File: config.mk
export PLATFORM = sky130hd
export DESIGN_NAME = bf3_window
export DESIGN_NICKNAME = d
export VERILOG_FILES = /design/src/hdl/assert_macros.svh /design/src/hdl/bf3_pkg.sv /design/src/hdl/bf3_window.sv
export SDC_FILE = /design/constraint.sdc
export NUM_CORES = 1
export LEC_CHECK = 0
export BUFFER_PORTS_ARGS = -buffer_cell sky130_fd_sc_hd__buf_2
export CAP_MARGIN = 20
export CORE_ASPECT_RATIO = 0.5
export CORE_MARGIN = 2
export CORE_UTILIZATION = 58
export DETAILED_ROUTE_END_ITERATION = 10
export PLACE_DENSITY = 0.82
export SYNTH_ARGS = -nofsm -noshare
export SYNTH_HDL_FRONTEND = slang
export SYNTH_SLANG_ARGS = --single-unit
File: constraint.sdc
create_clock -name clk -period 6.1 [get_ports clk]
set_input_delay 0.915 -clock clk [delete_from_list [all_inputs] [get_ports clk]]
set_output_delay 0.915 -clock clk [all_outputs]
set_load 0.01 [all_outputs]
File: src/hdl/assert_macros.svh
// Assertion macros shared by the 3x3 box filter RTL.
// Each macro expects clk and rst_n to be visible in the module that uses it.
`ifndef ASSERT_MACROS_SVH
`define ASSERT_MACROS_SVH

// The property must hold at every clock edge outside of reset.
`define BF3_ASSERT(label, prop, msg) \
  label: assert property (@(posedge clk) disable iff (!rst_n) (prop)) \
    else $error(msg);

// The condition must never be seen at a clock edge outside of reset.
`define BF3_NEVER(label, cond, msg) \
  label: assert property (@(posedge clk) disable iff (!rst_n) !(cond)) \
    else $error(msg);

`endif

File: src/hdl/bf3_pkg.sv
// Shared types, constants and helpers for the 3x3 RGB box filter.
// Used by every filter module but the line store; depends on nothing else.
package bf3_pkg;

  localparam int MAX_WIDTH_DEF  = 2048;
  localparam int MAX_HEIGHT_DEF = 4096;
  localparam int MIN_SIZE       = 3;

  localparam int CFG_WIDTH_W  = 12;
  localparam int CFG_HEIGHT_W = 13;
  localparam int WIDTH_RESET  = 640;
  localparam int HEIGHT_RESET = 480;

  localparam int CHAN_W    = 8;
  localparam int NCHAN     = 3;
  localparam int PIX_W     = CHAN_W * NCHAN;
  localparam int OUT_ROW_W = 12;
  localparam int OUT_COL_W = 11;

  // floor(255/9) = 28 fits in 5 bits; three of them per column fit in 7.
  localparam int Q_W    = 5;
  localparam int QSUM_W = 7;

  // Up to three results leave the window stage for one input pixel.
  localparam int MAX_RES = 3;
  localparam int PCNT_W  = $clog2(MAX_RES + 1);
  localparam int Q_DEPTH = 16;
  localparam int QCNT_W  = $clog2(Q_DEPTH + 1);

  // Channel k of a pixel sits at bits [8k+7:8k]: blue, green, red.
  typedef logic [PIX_W-1:0] pix_t;

  typedef struct packed {
    logic [CHAN_W-1:0] blue_in;
    logic [CHAN_W-1:0] green_in;
    logic [CHAN_W-1:0] red_in;
  } pix_in_t;

  typedef struct packed {
    logic [CHAN_W-1:0]    blue_out;
    logic [CHAN_W-1:0]    green_out;
    logic [CHAN_W-1:0]    red_out;
    logic [OUT_ROW_W-1:0] out_row;
    logic [OUT_COL_W-1:0] out_col;
    logic                 frame_end;
  } pix_out_t;

  // Position flags of a pixel, worked out when it is accepted.
  typedef struct packed {
    logic row_ge1;
    logic row_ge2;
    logic col_ge1;
    logic col_ge2;
    logic last_row;
    logic end_row;
  } ctl_t;

  // floor(p/9) for an 8-bit value: (p*57) >> 9 is exact for p below 511.
  function automatic logic [Q_W-1:0] div9(input logic [CHAN_W-1:0] p);
    logic [13:0] prod;
    prod = 14'(p) * 14'd57;
    return prod[13:9];
  endfunction

endpackage

File: src/hdl/bf3_window.sv
// Window stage of the box filter: column quotient sums, window shift and
// result assembly. Depends on bf3_pkg.
module bf3_window #(
  parameter int ROW_W = $clog2(bf3_pkg::MAX_HEIGHT_DEF),
  parameter int COL_W = $clog2(bf3_pkg::MAX_WIDTH_DEF)
) (
  input  logic                                         clk,
  input  logic                                         rst_n,
  input  logic                                         s1_valid,
  input  bf3_pkg::ctl_t                                s1_ctl,
  input  logic [ROW_W-1:0]                             s1_row,
  input  logic [COL_W-1:0]                             s1_col,
  input  bf3_pkg::pix_t                                s1_px,
  input  logic [2*bf3_pkg::PIX_W-1:0]                  line_rd,
  output logic                                         s2_valid,
  output logic [bf3_pkg::MAX_RES-1:0]                  res_valid,
  output bf3_pkg::pix_out_t [bf3_pkg::MAX_RES-1:0]     res
);

  import bf3_pkg::*;

  typedef logic [NCHAN-1:0][QSUM_W-1:0] qcol_t;

  pix_t             up;
  pix_t             lo;
  qcol_t            qcol;
  qcol_t            colsum_r [3];
  pix_t             mid_r [2];
  logic             s2_valid_r;
  ctl_t             s2_ctl_r;
  logic [ROW_W-1:0] s2_row_r;
  logic [COL_W-1:0] s2_col_r;
  pix_t             s2_px_r;
  pix_t             mean;
  pix_t             centre;
  logic [OUT_ROW_W-1:0] row_above;
  logic [OUT_ROW_W-1:0] row_here;
  logic [OUT_COL_W-1:0] col_left;
  logic [OUT_COL_W-1:0] col_here;

  function automatic pix_out_t pack_out(input pix_t p, input logic [OUT_ROW_W-1:0] r,
                                        input logic [OUT_COL_W-1:0] c, input logic fe);
    pix_out_t o;
    o.blue_out  = p[CHAN_W-1:0];
    o.green_out = p[2*CHAN_W-1:CHAN_W];
    o.red_out   = p[3*CHAN_W-1:2*CHAN_W];
    o.out_row   = r;
    o.out_col   = c;
    o.frame_end = fe;
    return o;
  endfunction

  // Upper half of a line store entry is two rows up, lower half one row up.
  assign up = line_rd[2*PIX_W-1:PIX_W];
  assign lo = line_rd[PIX_W-1:0];

  // The new window column is reduced to one quotient sum per channel, so
  // the mean later needs only three narrow adds.
  always_comb begin
    for (int k = 0; k < NCHAN; k++) begin
      qcol[k] = QSUM_W'(div9(up[k*CHAN_W +: CHAN_W]))
              + QSUM_W'(div9(lo[k*CHAN_W +: CHAN_W]))
              + QSUM_W'(div9(s1_px[k*CHAN_W +: CHAN_W]));
    end
  end

  always_ff @(posedge clk) begin
    if (!rst_n) begin
      s2_valid_r <= 1'b0;
    end else begin
      s2_valid_r <= s1_valid;
    end
  end

  always_ff @(posedge clk) begin
    if (s1_valid) begin
      colsum_r[0] <= colsum_r[1];
      colsum_r[1] <= colsum_r[2];
      colsum_r[2] <= qcol;
      mid_r[0]    <= mid_r[1];
      mid_r[1]    <= lo;
      s2_ctl_r    <= s1_ctl;
      s2_row_r    <= s1_row;
      s2_col_r    <= s1_col;
      s2_px_r     <= s1_px;
    end
  end

  // Three sums of at most 84 stay at or below 252, so no clamp is needed.
  always_comb begin
    for (int k = 0; k < NCHAN; k++) begin
      mean[k*CHAN_W +: CHAN_W] = CHAN_W'(colsum_r[0][k]) + CHAN_W'(colsum_r[1][k])
                               + CHAN_W'(colsum_r[2][k]);
    end
  end

  // Pixels of the first row or column of the frame pass through unchanged.
  assign centre = (s2_ctl_r.row_ge2 && s2_ctl_r.col_ge2) ? mean : mid_r[0];

  assign row_above = OUT_ROW_W'(s2_row_r - ROW_W'(1));
  assign row_here  = OUT_ROW_W'(s2_row_r);
  assign col_left  = OUT_COL_W'(s2_col_r - COL_W'(1));
  assign col_here  = OUT_COL_W'(s2_col_r);

  assign s2_valid = s2_valid_r;

  assign res_valid[0] = s2_valid_r && s2_ctl_r.row_ge1 && s2_ctl_r.col_ge1;
  assign res_valid[1] = s2_valid_r && s2_ctl_r.row_ge1 && s2_ctl_r.end_row;
  assign res_valid[2] = s2_valid_r && s2_ctl_r.last_row;

  assign res[0] = pack_out(centre, row_above, col_left, 1'b0);
  assign res[1] = pack_out(mid_r[1], row_above, col_here, 1'b0);
  assign res[2] = pack_out(s2_px_r, row_here, col_here, s2_ctl_r.end_row);

endmodule

Word-level counts from Yosys, hierarchy flattened
Memories as Yosys holds them, arrays and structs flattened.
Cells that the tools add are included.
- shifts and indexed selects: 0
- magnitude comparators: 0
- div/mod/pow operators: 0
- equality and inequality tests: 0
- $add $sub $neg: 14
- bitwise operators: 0
- reduce and logical (&&, ||, !) cells: 5
- mux-type cells: 3
- multiply operators: 9
- operators with widths (kind ; count):
    multiplier 8 x 6 -> 14 bit (second input constant) ; 9
    adder 7 x 7 -> 8 bit ; 3
    adder 8 x 7 -> 8 bit ; 3
    2-to-1 mux 24 bit ; 1
    adder 6 x 5 -> 7 bit ; 3
    adder 5 x 5 -> 6 bit ; 3
    subtractor 12 x 1 -> 12 bit (second input constant) ; 1
    subtractor 11 x 1 -> 11 bit (second input constant) ; 1
    logical AND 1 bit ; 5
    2-to-1 mux 1 bit ; 2
- bits in writable memories: 111
- word-level logic and storage cells: 43
- bits in read-only memories: 0
- memories kept: 2
- input bits: 104
- flip-flop bits (word level): 54
- output and inout bits: 148
- latch bits: 0
- memory list (memory ; depth ; bits a word ; rd ports ; clocked after Yosys merged registers in ; write ports ; RTL line ; text):
    colsum_r ; 3 ; 21 ; 3 ; 0 ; 3 ; bf3_window.sv:27 ; qcol_t colsum_r [3];
    mid_r ; 2 ; 24 ; 2 ; 0 ; 2 ; bf3_window.sv:28 ; pix_t mid_r [2];

Logic depth before layout (Yosys ltp)
Gate-level depths: netlist of run 1.
An unclocked memory read counts as a cell.
- depth after elaboration: 4
- mapped depth: 19
- mapped depth without buffers: 19

Worst setup path before layout of run 1
No wires, ideal clock.
- path type: input to register
- start: input port line_rd[26] in the netlist's numbering
- end: memory colsum_r[0][48] in the netlist's numbering, data pin
- data arrival time: 4.804 ns
- buffers on the path: 0
- path slack: 1.042 ns
- required time: 5.846 ns
- setup time: 0.254 ns
- stages on the path: 18
- cell sequence: inv_1 -> fa_1 -> inv_1 -> fa_1 -> ha_1 -> ha_1 -> nand4_1 -> o221ai_2 -> a21oi_1 -> o21ba_2 -> xor2_1 -> fa_1 -> inv_1 -> ha_1 -> a21o_1 -> a21o_1 -> a21oi_1 -> nor2_1
- RTL lines (what ; RTL line ; text):
    start: declaration ; bf3_window.sv:14 ; input logic [2*bf3_pkg::PIX_W-1:0] line_rd,
    end: declaration ; bf3_window.sv:27 ;

==> results.toml, run 1 <==
[outcome]
status = "complete, no violations"

[routing]
drtIter0Drc = 481
via_per_inst = 5.213
antenna_left = 0
drt_pre_antenna_iters = 4
wl_per_cell_um = 15.80
drc = 0
wl_um = 27150
vias = 8961

[timing]
rsz0062_at_grt = "no"
worstMarginPinSlew_ns = 0.7196
finalSetupViolCount = 0
final_hold_viol_count = 0
finalCriticalPeriod_ns = 5.121
slew_violations = 0
skew_ns = 0.007184
fin_crit_sh = 0.8395
max_slew_margin = 0.5203
setup_ws_ns = 0.9791
fin_setup_tns_ns = 0
fmax_mhz = 195.3

[grt]
grt_max_degree = 65
grt_pass1_vias = 9663
grt_pass1_wl_um = 45590
grt-ovfl-total = 0
antenna_found_initial = 1
grt_usage = 0.2231

[setup_path]
r2r_start = "mid_r[0][27]"
crit_buf_inv = 4
crit_family = "adder cells"
slowest_delay_ns = 0.61
cp_cell_sequence = "buf_2, inv_1, fa_1, inv_1, fa_1, ha_1, ha_1, nand4_1, o221ai_2, a21oi_1, o21ba_2, xor2_1, fa_1, inv_1, ha_1, a21o_1, a21o_1, a21oi_1, nor2_1"
crit_type = "input pin to flop"
r2r_cells = 0
ff2ff_setup_slack_ns = 5.35
crit_path_start_kind = "input pin"
r2r_end = "mid_r[0][3]"
cp_slowest_cell = "fa_1"
critPathMaxFanout = 3
cp.required_ns = 6.29
crit_arrival_ns = 5.31
worstSetupEndpointType = "flop"

[cts]
root_buffer = "clkbuf_16"
cts_setup_buffers = 0
cts_max_path_buffers = 2
cts.sinks = 165
cts_resized = 0
cts_tree = "built"
clkTransAtPathRegs_ns = 0.06
insertion_delay_ns = 0.44
ctsHoldBuffers = 0
numCtsBuffers = 17
cts_max_level = 4

[power_and_ir_drop]
p_int_uw = 4010
peakVddDrop_mv = 0.2482
p_sw_frac = 0.4089
seq_power_share = 0.263
power.leakage_uw = 0.008034
p_sw_uw = 2774
p_comb_frac = 0.569
power-per-cell-area_mw_per_mm2 = 421.2
clkPwrFrac = 0.168

[yosys]
synth_top_cell_by_area = "edfxtp_1"
synth-compound-area-share = 0.06731
postSynthAreaPerCell_um2 = 12.12
post_synth_instance_area_mm2 = 0.01420
synth-simple-area-share = 0.04370
synth_top_family_by_area = "adder cells"
synthTopCellsByArea = "edfxtp_1 (35%), ha_1 (21%), fa_1 (19%)"
syn_inst = 1172
ys_warn_count = 0
synth_top_area_frac = 0.3468
synth_xor_area_frac = 0.05242
synth_fa_ha_area_frac = 0.3967
seq_area_frac_synth = 0.3482
synth.mux.area_fraction = 0.002379
yosysUniqueCellTypes = 44
ys_ff_latch = 165

[placement]
post-place-ws_ns = 0.5648
gp_congestion = 0.8617
dp_hpwl_um = 22330
io_buffers = 249

[floorplan]
rows = 40
die_x_um = 225.3
start_util = 0.5911
die_area_mm2 = 0.02583
io-pin-count = 252
core_region_area_mm2 = 0.02402
die_h_um = 114.6

[worst_hold_path]
min_to = "mid_r[0][14]"
worstHoldPathType = "flop to flop"
min_from = "mid_r[0][38]"
min_path_cells = 0

[layout]
multiInputGateArea_mm2 = 0.007995
seq_area_mm2 = 0.004945
drive_above_1_share = 0.2210
final_nets = 1865
area_delta_synth_final_pct = 13.42
fill_cells = 1797

[run]
maxCapViolations = 0
-- registers in the layout, indices dropped and copies added (netlist names) --
| name | count |
|---|---|
| col_here | 11 |
| colsum_r | 63 |
| mid_r | 48 |
| res | 1 |
| row_here | 12 |
| s2_ctl_r | 5 |
| s2_px_r | 24 |
| s2_valid | 1 |
-- power groups by stage --
stage	logic (uW)	clock network, uW	registers (uW)
after global placement	3570	0	1800
after floorplan	2800	0	1770
after global routing	4450	1210	1810
final	3860	1140	1780
after detailed placement	3800	0	1810
after CTS	3890	1170	1790
-- cell usage in the layout (no fill, tap or decap), types with 11 or more instances in the layout --
master / netlist / layout
buf_2: 0 / 248
ha_1: 239 / 239
inv_1: 233 / 233
edfxtp_1: 164 / 164
fa_1: 132 / 132
xnor2_1: 45 / 45
xor2_1: 40 / 40
a21oi_1: 35 / 35
nand2_1: 34 / 34
a21o_1: 27 / 27
nor2_1: 26 / 26
o21ai_0: 25 / 25
clkbuf_16: 0 / 17
nand4_1: 13 / 13
nor3_1: 11 / 11
-- metal layers --
layer / up-vias / global-route usage / share of wire
met5: - / 0 / 0
met4: 0 / 0.07020 / 0.025
met3: 54 / 0.03362 / 0.031
met2: 178 / 0.4130 / 0.53
met1: 4408 / 0.2708 / 0.41
li1: 4321 / - / -
-- how the worst max path moves through the flow --
stage	startpoint	to	slack, ns	depth (start not counted)
after floorplan	line_rd[26]	colsum_r[0][48]	1.04	18
after global placement	s1_px[18]	colsum_r[0][62]	0.75	20
after detailed placement	line_rd[27]	colsum_r[0][48]	0.56	19
after CTS	line_rd[27]	colsum_r[0][48]	1.01	19
after global routing	line_rd[18]	colsum_r[0][62]	0.79	20
final	line_rd[27]	colsum_r[0][48]	0.98	19
-- layout make-up --
class | count | share of cell area
Clock inverter | 15 | 0.01212
Clock buffer | 17 | 0.02641
Multi-Input combinational cell | 721 | 0.4964
Antenna cell | 1 | 0.0001554
Tap cell | 315 | 0.02447
Timing Repair Buffer | 252 | 0.07916
Inverter | 233 | 0.05430
Sequential cell | 165 | 0.3070
-- kinds of logic (layout without fill, tap and decap cells) --
logic type               Yosys count  after routing
flip-flops                       165            165
AO/OA/AOI/OAI                    138            138
other                              1              3
adder cells (fa/ha/maj)          371            371
AND/OR/NAND/NOR                  122            122
XOR/XNOR                          85             85
multiplexers                       3              3
buffers and inverters            287            517
-- synthesized netlist by cell type --
library cell	number
nor3_2	2
conb_1	1
nand3b_1	2
o311a_1	1
and3_1	2
or4_1	2
xnor2_1	45
or3_1	1
nand4_1	13
o21a_1	7
nor4_1	1
o21ba_2	2
buf_4	50
nand2b_1	3
or2_2	3
o31ai_2	2
fa_1	132
nand2_1	34
o221ai_2	4
and2b_1	2
nor2_1	26
o22ai_1	5
and2_1	6
ha_1	239
a41o_1	7
a21oi_1	35
nor4_2	2
nand3_1	9
a21o_1	27
a211oi_1	2
dfxtp_1	1
o221ai_1	2
o31ai_1	9
inv_1	233
edfxtp_1	164
a21oi_2	7
o21bai_1	3
or4_4	1
clkbuf_1	4
xor2_1	40
nor2b_1	2
o21ai_0	25
mux2_2	3
nor3_1	11
-- metrics by stage --
step | cells | instance area [um^2] | util | total power (uW) | hold WS, ns
2_1_floorplan | 1173 | 14200 | - | 4575 | 0.4264
6_report | 1719 | 16110 | 0.6705 | 6783 | 0.4491
3_3_place_gp | 1686 | 15480 | 0.6445 | 5362 | 0.4238
5_1_grt | 1719 | 16110 | 0.6705 | 7466 | 0.4701
4_1_cts | 1718 | 16100 | 0.6704 | 6837 | 0.4500
3_5_place_dp | 1686 | 15480 | 0.6445 | 5605 | 0.4356
No activity file was read; power rests on OpenSTA's default activity.
==> run 2, diff against run 1 <==
clock period = 4.8 ns   (was 6.1 ns; I/O delays follow)
==> run 2 against run 1 <==
  * Worst hold slack lost 0.0026 ns
  * Clock-buffer cell count grew 1
  * Clock power grew 23%
  * Critical path depth is the same
  * First-iteration DRC count grew 5.4%
  * Power grew 38%
  * Core utilization grew 4.0 points
  * Largest cell class unchanged
==> results.toml, run 2 (synthesis results as in run 1) <==
[floorplan]
start_util = 0.5911
die_area_mm2 = 0.02583
io-pin-count = 252
rows = 40
die_h_um = 114.6
core_region_area_mm2 = 0.02402
die_x_um = 225.3

[setup_path]
worstSetupEndpointType = "flop"
crit_path_start_kind = "input pin"
r2r_start = "colsum_r[0][50]"
ff2ff_setup_slack_ns = 4.05
crit_buf_inv = 4
startpoint = "line_rd[2]"
crit_arrival_ns = 4.89
crit_family = "adder cells"
cp.required_ns = 4.99
critPathMaxFanout = 2
slowest_delay_ns = 0.62
crit_type = "input pin to flop"
r2r_end = "colsum_r[0][29]"
r2r_cells = 0
cp_slowest_cell = "fa_1"
cp_cell_sequence = "buf_2, inv_1, fa_1, inv_1, fa_1, ha_1, ha_4, nand3_1, o221ai_2, a21o_1, a21oi_2, xor2_2, fa_1, inv_2, ha_4, a21o_1, a21o_1, a21oi_1, nor2_1"

[power_and_ir_drop]
power.total_uw = 9379
peakVddDrop_mv = 0.3688
p_comb_frac = 0.607
seq_power_share = 0.243
p_sw_uw = 3924
p_int_uw = 5456
power-per-cell-area_mw_per_mm2 = 549.3
power.leakage_uw = 0.008544
clkPwrFrac = 0.150
p_sw_frac = 0.4183

[grt]
grt_pass1_wl_um = 49710
grt_usage = 0.2470
grt_max_degree = 100
grt-ovfl-total = 0
grt_pass1_vias = 10380
antenna_found_initial = 3

[cts]
numCtsBuffers = 17
insertion_delay_ns = 0.44
cts_max_path_buffers = 2
cts_tree = "built"
cts_max_level = 4
cts.sinks = 165
root_buffer = "clkbuf_16"
clkTransAtPathRegs_ns = 0.07
cts_setup_buffers = 0

[routing]
drt_pre_antenna_iters = 5
drtIter0Drc = 507
antenna_left = 0
drc = 0
vias = 9456
via_per_inst = 5.210
wl_per_cell_um = 17.04
wl_um = 30930

[layout]
fin_util = 0.7107
fill_cells = 1629
multiInputGateArea_mm2 = 0.008264
largest_registers = "colsum_r x63, mid_r x48, s2_px_r x24"
max_flop_register = "colsum_r"
final_nets = 1959
drive_above_1_share = 0.2979
area_delta_synth_final_pct = 20.23
layout_common_cells = "buf_2 (248), inv_1 (232), ha_1 (231)"
seq_area_mm2 = 0.004945
largest_register_ffs = 63
final_common_cell = "buf_2"

[timing]
finalCriticalPeriod_ns = 4.697
slew_violations = 0
rsz0062_at_grt = "yes"
max_slew_margin = 0.3731
skew_ns = 0.007936
finalSetupViolCount = 0
fin_crit_sh = 0.9786
holdWs_ns = 0.4465
fin_setup_tns_ns = 0
final_hold_viol_count = 0
worstMarginPinSlew_ns = 0.9404
setup_ws_ns = 0.1028
fmax_mhz = 212.9

[worst_hold_path]
min_to = "mid_r[0][16]"
min_from = "mid_r[0][40]"
min_path_cells = 0
worstHoldPathType = "flop to flop"

[outcome]
status = "complete, no violations"

[run]
maxCapViolations = 0

[placement]
post-place-ws_ns = -0.4441
dp_hpwl_um = 24440
io_buffers = 249
gp_congestion = 0.8819
[run 2: worst max path at each step]
stage | endpoint | slack [ns] | cells after the start
floorplan | colsum_r[0][48] | -0.005 | 18
global placement | colsum_r[0][62] | -0.24 | 20
detailed placement | colsum_r[0][54] | -0.44 | 18
CTS | colsum_r[0][54] | 0.02 | 18
global route | colsum_r[0][48] | -0.03 | 19
finish | colsum_r[0][48] | 0.10 | 19
[run 2: per-stage QoR]
step	area (um^2)	instances
floorplan	14230	1173
global placement	16220	1780
detailed placement	16220	1780
CTS	16830	1812
global route	17070	1815
finish	17070	1815
[run 2: layout make-up]
cell class | instances | share of cell area
flip-flops and latches | 165 | 0.2896
diodes | 3 | 0.0004397
clock buffers | 18 | 0.02572
clock inverters | 14 | 0.009893
repair buffers | 346 | 0.1160
multi-input cells | 721 | 0.4840
inverters | 233 | 0.05122
well taps | 315 | 0.02308
[run 2: layer usage]
| metal | GRT usage | vias up | wire, um |
|---|---|---|---|
| met5 | 0 | - | 0 |
| met4 | 0.09669 | 0 | 878 |
| met3 | 0.03593 | 62 | 980 |
| met2 | 0.4650 | 222 | 16800 |
| met1 | 0.2870 | 4655 | 12280 |
| li1 | - | 4517 | - |
[run 2: power groups by stage]
| stage | combinational, uW | clock [uW] | sequential (uW) |
|---|---|---|---|
| after floorplan | 3600 | 0 | 2250 |
| after global placement | 4900 | 0 | 2280 |
| after detailed placement | 5270 | 0 | 2310 |
| after CTS | 5440 | 1440 | 2280 |
| after global routing | 6330 | 1480 | 2310 |
| final | 5700 | 1400 | 2280 |
[run 2: repair_timing]
item,4_1_cts,5_1_grt
gates resized for setup,1,35
pin swaps,0,21
setup endpoints to repair,1,10
hold buffers,0,0
endpoints found under the hold margin,0,0
